**src/npfp_pkg.sv**
```systemverilog
// shared types, constants and helpers of the position sentence parser
`default_nettype none

package npfp_pkg;

  // field widths
  localparam int unsigned CharW    = 8;
  localparam int unsigned LatW     = 27;
  localparam int unsigned LonW     = 28;
  localparam int unsigned CommaW   = 3;
  localparam int unsigned FracCntW = 3;

  // default count of kept fraction digits
  localparam int unsigned FractionDigitsDefault = 4;

  // saturation limits of the scaled coordinates
  localparam logic [LatW-1:0] LatLimit = LatW'(90000000);
  localparam logic [LonW-1:0] LonLimit = LonW'(180000000);

  // characters of interest
  localparam logic [CharW-1:0] CommaChar = 8'h2C;  // ','
  localparam logic [CharW-1:0] PointChar = 8'h2E;  // '.'
  localparam logic [CharW-1:0] FixChar   = 8'h41;  // 'A'
  localparam logic [CharW-1:0] NoFixChar = 8'h56;  // 'V'
  localparam logic [CharW-1:0] DigitLo   = 8'h30;  // '0'
  localparam logic [CharW-1:0] DigitHi   = 8'h39;  // '9'

  // comma counts that open the fields of interest
  localparam logic [CommaW-1:0] StatusField = 3'd2;
  localparam logic [CommaW-1:0] LatField    = 3'd3;
  localparam logic [CommaW-1:0] LonField    = 3'd5;
  localparam logic [CommaW-1:0] CommaMax    = 3'd7;

  // input transaction
  typedef struct packed {
    logic [CharW-1:0] char_byte;
    logic             end_of_sentence;
    logic             force_report;
  } in_t;

  // result transaction
  typedef struct packed {
    logic [LatW-1:0] latitude_scaled;
    logic [LonW-1:0] longitude_scaled;
    logic            fix_valid;
    logic            format_error;
  } out_t;

  // power of ten for the fraction padding
  function automatic logic [31:0] pow10(input logic [FracCntW-1:0] n);
    logic [31:0] p;
    unique case (n)
      3'd0:    p = 32'd1;
      3'd1:    p = 32'd10;
      3'd2:    p = 32'd100;
      3'd3:    p = 32'd1000;
      3'd4:    p = 32'd10000;
      3'd5:    p = 32'd100000;
      3'd6:    p = 32'd1000000;
      default: p = 32'd10000000;
    endcase
    return p;
  endfunction

endpackage

`default_nettype wire

```
**src/nmea_position_field_parser.sv**
```systemverilog
// position sentence parser: byte stream in, scaled coordinates out
//
//  channel | direction | payload           | handshake
//  --------+-----------+-------------------+------------------------
//  in      | input     | npfp_pkg::in_t    | in_valid_i / in_ready_o
//  out     | output    | npfp_pkg::out_t   | out_valid_o / out_ready_i
//
// one character per cycle while no final character stalls; a character is
// registered, then parsed, and a final character's result is registered.
// the shared multiply-by-ten and padding multiplier set the per-cycle path.
// reset clears the sentence state and both valid flags.
// a full result register stalls only a final character; other characters
// keep flowing while a result waits to be taken.
`default_nettype none

module nmea_position_field_parser #(
  parameter int unsigned FractionDigits = npfp_pkg::FractionDigitsDefault
) (
  input  wire logic           clk_i,
  input  wire logic           rst_ni,
  input  wire logic           in_valid_i,
  output logic                in_ready_o,
  input  wire npfp_pkg::in_t  in_data_i,
  output logic                out_valid_o,
  input  wire logic           out_ready_i,
  output npfp_pkg::out_t      out_data_o
);

  localparam int unsigned PowW  = $clog2(10 ** FractionDigits + 1);
  localparam int unsigned ProdW = npfp_pkg::LonW + PowW;
  localparam int unsigned StepW = npfp_pkg::LonW + 4;
  localparam logic [npfp_pkg::FracCntW-1:0] FracMax = npfp_pkg::FracCntW'(FractionDigits);

  // input register
  logic          in_vld_q;
  npfp_pkg::in_t in_item_q;

  // sentence state
  logic [npfp_pkg::CommaW-1:0]   comma_q, comma_d;
  logic [npfp_pkg::LatW-1:0]     lat_q, lat_d;
  logic [npfp_pkg::LonW-1:0]     lon_q, lon_d;
  logic [npfp_pkg::FracCntW-1:0] frac_q, frac_d;
  logic                          after_q, after_d;
  logic                          stopped_q, stopped_d;
  logic                          status_q, status_d;

  // result register
  logic           out_vld_q;
  npfp_pkg::out_t out_q, out_d;

  logic advance;
  logic [npfp_pkg::CharW-1:0] c;
  logic is_digit, is_comma, is_point, in_lat, in_lon;
  logic [npfp_pkg::LonW-1:0] acc_cur, limit_cur, step_sat, fin_sat, acc_new;
  logic [StepW-1:0] step_wide;
  logic [npfp_pkg::FracCntW-1:0] pad;
  logic [31:0] pow_full;
  logic [PowW-1:0] pow_val;
  logic [ProdW-1:0] prod;
  logic complete, report;

  // the staged character moves on unless it is final and the result slot is full and not being taken
  assign advance = in_vld_q &&
                   (!in_item_q.end_of_sentence || !out_vld_q || out_ready_i);
  assign in_ready_o  = !in_vld_q || advance;
  assign out_valid_o = out_vld_q;
  assign out_data_o  = out_q;

  // character classes
  assign c        = in_item_q.char_byte;
  assign is_digit = (c >= npfp_pkg::DigitLo) && (c <= npfp_pkg::DigitHi);
  assign is_comma = (c == npfp_pkg::CommaChar);
  assign is_point = (c == npfp_pkg::PointChar);
  assign in_lat   = (comma_q == npfp_pkg::LatField);
  assign in_lon   = (comma_q == npfp_pkg::LonField);

  // shared accumulator path for whichever coordinate field is open
  assign acc_cur   = in_lat ? {1'b0, lat_q} : lon_q;
  assign limit_cur = in_lat ? {1'b0, npfp_pkg::LatLimit} : npfp_pkg::LonLimit;

  // multiply by ten and add the digit
  assign step_wide = ({4'b0, acc_cur} << 3) + ({4'b0, acc_cur} << 1)
                   + {{(StepW-4){1'b0}}, c[3:0]};
  assign step_sat  = (step_wide > {4'b0, limit_cur}) ? limit_cur
                                                     : step_wide[npfp_pkg::LonW-1:0];

  // pad the missing fraction digits when the field closes
  assign pad      = FracMax - frac_q;
  assign pow_full = npfp_pkg::pow10(pad);
  assign pow_val  = pow_full[PowW-1:0];
  assign prod     = {{PowW{1'b0}}, acc_cur} * {{npfp_pkg::LonW{1'b0}}, pow_val};
  assign fin_sat  = (prod > {{PowW{1'b0}}, limit_cur}) ? limit_cur
                                                       : prod[npfp_pkg::LonW-1:0];

  // parse one character and build the result on the final one
  always_comb begin
    comma_d   = comma_q;
    lat_d     = lat_q;
    lon_d     = lon_q;
    frac_d    = frac_q;
    after_d   = after_q;
    stopped_d = stopped_q;
    status_d  = status_q;
    acc_new   = acc_cur;
    out_d     = out_q;
    complete  = 1'b0;
    report    = 1'b0;
    if (advance) begin
      if (is_comma) begin
        if (in_lat) begin
          lat_d = fin_sat[npfp_pkg::LatW-1:0];
        end else if (in_lon) begin
          lon_d = fin_sat;
        end
        if (comma_q != npfp_pkg::CommaMax) begin
          comma_d = comma_q + 1'b1;
        end
        frac_d    = '0;
        after_d   = 1'b0;
        stopped_d = 1'b0;
      end else if (comma_q == npfp_pkg::StatusField) begin
        // only the first character of the status field counts
        if (!stopped_q) begin
          status_d  = (c == npfp_pkg::FixChar);
          stopped_d = 1'b1;
        end
      end else if (in_lat || in_lon) begin
        if (!stopped_q) begin
          if (is_digit) begin
            if (!(after_q && (frac_q >= FracMax))) begin
              if (after_q) begin
                frac_d = frac_q + 1'b1;
              end
              acc_new = step_sat;
            end
          end else if (is_point && !after_q) begin
            after_d = 1'b1;
          end else begin
            stopped_d = 1'b1;
          end
        end
        if (in_lat) begin
          lat_d = acc_new[npfp_pkg::LatW-1:0];
        end else begin
          lon_d = acc_new;
        end
      end

      if (in_item_q.end_of_sentence) begin
        complete = (comma_d == npfp_pkg::CommaMax);
        report   = complete && (status_d || in_item_q.force_report);
        out_d.latitude_scaled  = report ? lat_d : '0;
        out_d.longitude_scaled = report ? lon_d : '0;
        out_d.fix_valid        = status_d;
        out_d.format_error     = !complete;
        // fresh state for the next sentence
        comma_d   = '0;
        lat_d     = '0;
        lon_d     = '0;
        frac_d    = '0;
        after_d   = 1'b0;
        stopped_d = 1'b0;
        status_d  = 1'b0;
      end
    end
  end

  // control and state registers
  always_ff @(posedge clk_i or negedge rst_ni) begin
    if (!rst_ni) begin
      in_vld_q  <= 1'b0;
      out_vld_q <= 1'b0;
      comma_q   <= '0;
      lat_q     <= '0;
      lon_q     <= '0;
      frac_q    <= '0;
      after_q   <= 1'b0;
      stopped_q <= 1'b0;
      status_q  <= 1'b0;
    end else begin
      if (in_valid_i && in_ready_o) begin
        in_vld_q <= 1'b1;
      end else if (advance) begin
        in_vld_q <= 1'b0;
      end
      if (advance && in_item_q.end_of_sentence) begin
        out_vld_q <= 1'b1;
      end else if (out_ready_i) begin
        out_vld_q <= 1'b0;
      end
      comma_q   <= comma_d;
      lat_q     <= lat_d;
      lon_q     <= lon_d;
      frac_q    <= frac_d;
      after_q   <= after_d;
      stopped_q <= stopped_d;
      status_q  <= status_d;
    end
  end

  // payload registers
  always_ff @(posedge clk_i) begin
    if (in_valid_i && in_ready_o) begin
      in_item_q <= in_data_i;
    end
    out_q <= out_d;
  end

endmodule

`default_nettype wire

```
**config.mk**
```make
export PLATFORM = sky130hd
export DESIGN_NAME = nmea_position_field_parser
export DESIGN_NICKNAME = d
export VERILOG_FILES = /design/src/npfp_pkg.sv /design/src/nmea_position_field_parser.sv
export SDC_FILE = /design/constraint.sdc
export NUM_CORES = 1
export LEC_CHECK = 0
export ABC_AREA = 1
export BUFFER_PORTS_ARGS = -buffer_cell sky130_fd_sc_hd__clkbuf_2
export CORE_MARGIN = 2
export CORE_UTILIZATION = 60
export CTS_CLUSTER_SIZE = 16
export DETAILED_ROUTE_END_ITERATION = 10
export PLACE_DENSITY = 0.86
export SETUP_SLACK_MARGIN = 0.3
export SLEW_MARGIN = 30
export SYNTH_ARGS = -nofsm -noshare
export SYNTH_HDL_FRONTEND = slang
export SYNTH_SLANG_ARGS = --single-unit
```
**constraint.sdc**
```tcl
create_clock -name clk_i -period 13.2 [get_ports clk_i]
set_input_delay 0 -clock clk_i [delete_from_list [all_inputs] [get_ports clk_i]]
set_output_delay 0 -clock clk_i [all_outputs]
set_load 0.01 [all_outputs]
```
Word-level counts from Yosys, hierarchy flattened
Cells that the tools add are included.

Flip-flop bits (word level): 133. Logic and storage cells: 130. Output and inout bits: 59. Input port bits: 14.

Multipliers: 1. Mux-type cells: 56. Add/subtract/negate cells: 5. Equal/unequal tests: 18. Reduce and logical (&&, ||, !) cells: 29. Order comparisons: 5.

Operators with widths (number): $mux W28 (14); $mux W27 (6); $pmux W14 S7 (1); $gt A42 B28 Y1 (1); $mul A28 B14 Y42 (1); $mux W3 (12); $add A31 B29 Y32 (1); $add A32 B4 Y32 (1); $gt A32 B28 Y1 (1); $mux W1 (23); $eq A8 B6 Y1 const B (2); $eq A3 B3 Y1 const B (5); $eq A3 B2 Y1 const B (4); $reduce_bool A3 Y1 (4); $ne A3 B3 Y1 const B (3); $eq A8 B7 Y1 const B (1); $ge A8 B6 Y1 const B (1); $le A8 B6 Y1 const B (1); $logic_and A1 B1 Y1 (7); $reduce_and A7 Y1 (1); $add A3 B1 Y3 const B (2); $ne A3 B2 Y1 const B (2); $reduce_and A6 Y1 (1); $logic_not A1 Y1 (5); 8 further kinds (14).

Logic depth before layout (Yosys ltp)
Word-level depth: 14. Gate-level depth with buffers: 53.

Least setup slack after synthesis
OpenSTA, ideal clock, no wires.

Kind: register -> register. Start: register frac_q[0] (netlist name). End: register out_q, in the netlist out_data_o[10], data pin. Arrival time: 8.098 ns. Period minus slack after synthesis: 8.353 ns. Required time: 12.945 ns. Setup slack: 4.847 ns. Cell stages (with the launch flop): 45. Library setup time: 0.255 ns. Cells stage by stage: dfrtp_1 inv_1 ha_1 ha_1 nand2_1 inv_1 nor2_1 nand2_1 nor2_1 inv_1 nand3_1 clkbuf_1 nand2_1 fa_1 inv_1 fa_1 fa_1 fa_1 (+9 left out) inv_1 o21ai_1 a21oi_1 xnor2_1 ha_1 nand2_1 nor2_1 nand4_1 and3b_1 nand2_1 nor3b_1 nand4_1 nand2_2 nand2_4 buf_6 o21ai_1 nand3_1 and2_1.

Word-level cells in the longest chain between the ends: 9. Elaborated cells on any way between the ends: 23. Those cells by class: add/sub (1); mul (1); order compare (2); eq/ne (6); mux (11); reduce/logical (2).

Ends and longest elaborated chain: start: declaration (line nmea_position_field_parser.sv:42) `logic [npfp_pkg::FracCntW-1:0] frac_q, frac_d;`; start signal: assignment (line nmea_position_field_parser.sv:194) `frac_q <= frac_d;`; $sub A3 B3 Y3 / $ge A3 B3 Y1 (equally long branches) (line nmea_position_field_parser.sv:88, nmea_position_field_parser.sv:130); $eq A3 B3 Y1 (tied with other cells) (line npfp_pkg.sv:52) `unique case (n)`; $pmux W14 S7 / $mux W28 (equally long branches) (line npfp_pkg.sv:52, nmea_position_field_parser.sv:130); $mul A28 B14 Y42 / $mux W28 (equally long branches) (line nmea_position_field_parser.sv:91, nmea_position_field_parser.sv:129); $gt A42 B28 Y1 / $mux W28 (equally long branches) (line nmea_position_field_parser.sv:92, nmea_position_field_parser.sv:128); $mux W28, on equally long branches (line nmea_position_field_parser.sv:92, nmea_position_field_parser.sv:142); $mux W28, on equally long branches (line nmea_position_field_parser.sv:112, nmea_position_field_parser.sv:127); $mux W28, on equally long branches (line nmea_position_field_parser.sv:110, nmea_position_field_parser.sv:121); $mux W28 (*) (line nmea_position_field_parser.sv:109) `if (is_comma) begin`; end signal: assignment (line nmea_position_field_parser.sv:206) `out_q <= out_d;`; end: declaration (line nmea_position_field_parser.sv:49) `npfp_pkg::out_t out_q, out_d;`.

Mark *: on every way between the ends. The rest lies on a longest branch, timed or not. A chain may end at the register's enable or synchronous reset.

Worst setup path after layout
Ends and elaborated chain as after synthesis.

==> metrics <==
Root Driver=clkbuf_16; wire per inst=21.2 um; clock buffer depth=2; DP Area=roughly 0.024 mm^2; Boundary Pins=73; Post-route DRC=0; HP Class=in2async; WL final=78.2 mm; Power Density=45.1 mW/mm^2; CORE AREA=0.0376 mm^2; Initial Util=between 60% and 70%; Leak=13.4 nW; Iter 0 DRT Violations=approximately 3.2k; CTS sink cnt=133; most used cell, CP=inv_1; number of max-cap violations=0; asr flop ratio synth=49.6%; leading area contributor after synthesis=fa_1; post-synthesis cell type count=51; cts bufs inserted=17; Worst Skew=0.0109 ns; Post-Place Worst Slack=1.72 ns; CP Launch Type=flip-flop; Worst IR Drop VDD=approximately 0.10 mV; dpl hpwl=60.4 mm; hold buffers post-CTS=14; Max Freq=around 0.085 GHz; top post-synthesis cells by area=fa_1 25%, nand2_1 15%, ha_1 13%; unrepaired setup endpoints after global routing=false; Hold Vio Cnt, Final=0; Period minus WS final=between 10 and 15 ns; Slowest-stage cell, CP=clkinv_1; Design Area, Final=0.0246 mm^2; Critical Path End Type=flip-flop; Synth Cell Area=0.0228 mm^2; largest net degree at the start of global routing=67; worst path bufs/invs=10; CP arrival=11.94 ns; top cells by count, synth=913 x nand2_1, 496 x inv_1, 316 x nor2_1; post-CTS setup buffer count=0; PostCTS Resize Cnt=0; row cnt=71; TNS Setup=0 ns; Worst-Margin Slew=0.985 ns; Filler cells=roughly 3.3k; Routed Antenna Nets=0; run status=finished clean; delay-heaviest family, CP=adder cells; Syn Area/Cell=7.37 um^2; first-pass detailed-route iteration total=7; vias in the first global route=22.0k; fin. max-slew vios=0; global-route wire length before repair=roughly 120 mm; DIE AREA=0.0396 mm^2; slowest stage delay, CP=0.74 ns; setup violators final=0; P&R area growth vs syn=7.66%; Synth Register Bits=~130; die width=199 um; Slew HR=34.3%; placed insts=3638; Critical Path Fanout Max=29; CP Class=reg2reg; synth warn=0; Syn Inst Count=3099; Post-synth EDFFs=67; CTS tree=done; share of layout cells above drive strength 1=6.62%; die height=about 200 um; clk_lat worst skew=0.44 ns; initial antenna violation count=2; antenna cell count=0; Final Wtd Congestion=1.02; Synth Flop Type=edfxtp_1; non-filler instance count after layout=about 3.7k; Final nets=3691; fin crit share=89.1%; all-layer global routing usage=41.2%; top-count cell post-synth=nand2_1; final core utilization=approximately two thirds; Worst-path clk slew=0.07 ns; post-synthesis sequential area ratio=between 10% and 20%; Vias=21.9k; post-synth top area share=24.8%; vias per cell=between 5 and 6; H-tree levels=4; Final WS setup=1.44 ns; critical path required time=around 13 ns; GR Overflow Total=0; synthesized net count=about 3.6k; IO Port Bufs=a little over 70
path summary, 6_finish.rpt:
path,start,endpoint,slack [ns],cells past startpoint
worst max register to register,frac_q[0],out_data_o[10],1.44,44
worst min-delay path,rst_ni,after_q,0.25,3
worst min register to register,lat_q[9],lat_q[9],0.49,2
min in group clk_i,in_data_i[5],c[3],0.28,2
max in group asynchronous,rst_ni,lon_q[23],12.44,3
worst max-delay path,frac_q[0],out_data_o[10],1.44,44
sequential cells by signal (all words and copies together) (netlist names):
signal	flops
after_q	1
out_valid_o	1
in_item_q	2
out_data_o	57
comma_q	3
in_vld_q	1
stopped_q	1
lat_q	27
status_q	1
lon_q	28
frac_q	3
c	8
per-stage QoR:
step                hold slack (ns)  power [mW]
global placement              0.178       0.601
CTS                           0.269        1.09
global route                  0.286        1.13
floorplan                    -0.296       0.541
detailed placement            0.179       0.602
finish                        0.246        1.11
cell usage in the layout, fill, tap and decap left out, types with 36 or more instances in the layout:
cell type  instances
inv_1            493
dfrtp_1           66
clkbuf_2          71
nand3_1          155
nor2_1           313
nand2_1          912
fa_1             283
buf_4             43
o21ai_0           36
ha_1             234
a21oi_1          150
edfxtp_1          67
o21ai_1           48
power by group:
part	leakage, nW	internal [mW]	switching (mW)	total (mW)
Clock	0.284	0.298	0.204	0.502
Sequential	1.56	0.448	0.00745	0.456
Combinational	11.5	0.0246	0.126	0.151
Total	13.4	0.771	0.338	1.11
kinds of logic after synthesis:
family          count (synthesis)  share of synthesized area (%)
buf+inv                       597                           10.0
flops                         133                           16.0
fa+ha+maj                     517                           37.6
xor+xnor                       52                           1.99
compound gates                308                           7.39
simple gates                 1492                           26.9
worst register-to-register path, delay by kind of cell, from the launching register on:
family	cells	cell delay, ns
flops	1	0.41
xor+xnor	1	0.54
buf+inv	10	1.93
simple gates	21	4.05
fa+ha+maj	10	4.05
compound gates	2	0.54
final cells by class:
type	count	area, um^2	area share (%)
clock inverters	12	154	0.626
repair buffers	130	835	3.39
clock buffers	20	437	1.78
multi-input cells	2369	17000	68.9
inverters	509	1910	7.77
well taps	511	639	2.60
flip-flops and latches	133	3660	14.9
per-layer routing:
| layer | wire, um | track usage [%] | up-vias | share of wire, % |
|---|---|---|---|---|
| li1 | - | - | 9798 | - |
| met5 | 12 | 0 | - | 0.015 |
| met3 | 10100 | 11.6 | 286 | 13 |
| met2 | 32600 | 60.3 | 1497 | 42 |
| met1 | 31300 | 57.1 | 10400 | 40 |
| met4 | 4200 | 18.2 | 2 | 5.4 |
No activity file was read; power rests on OpenSTA's default activity.
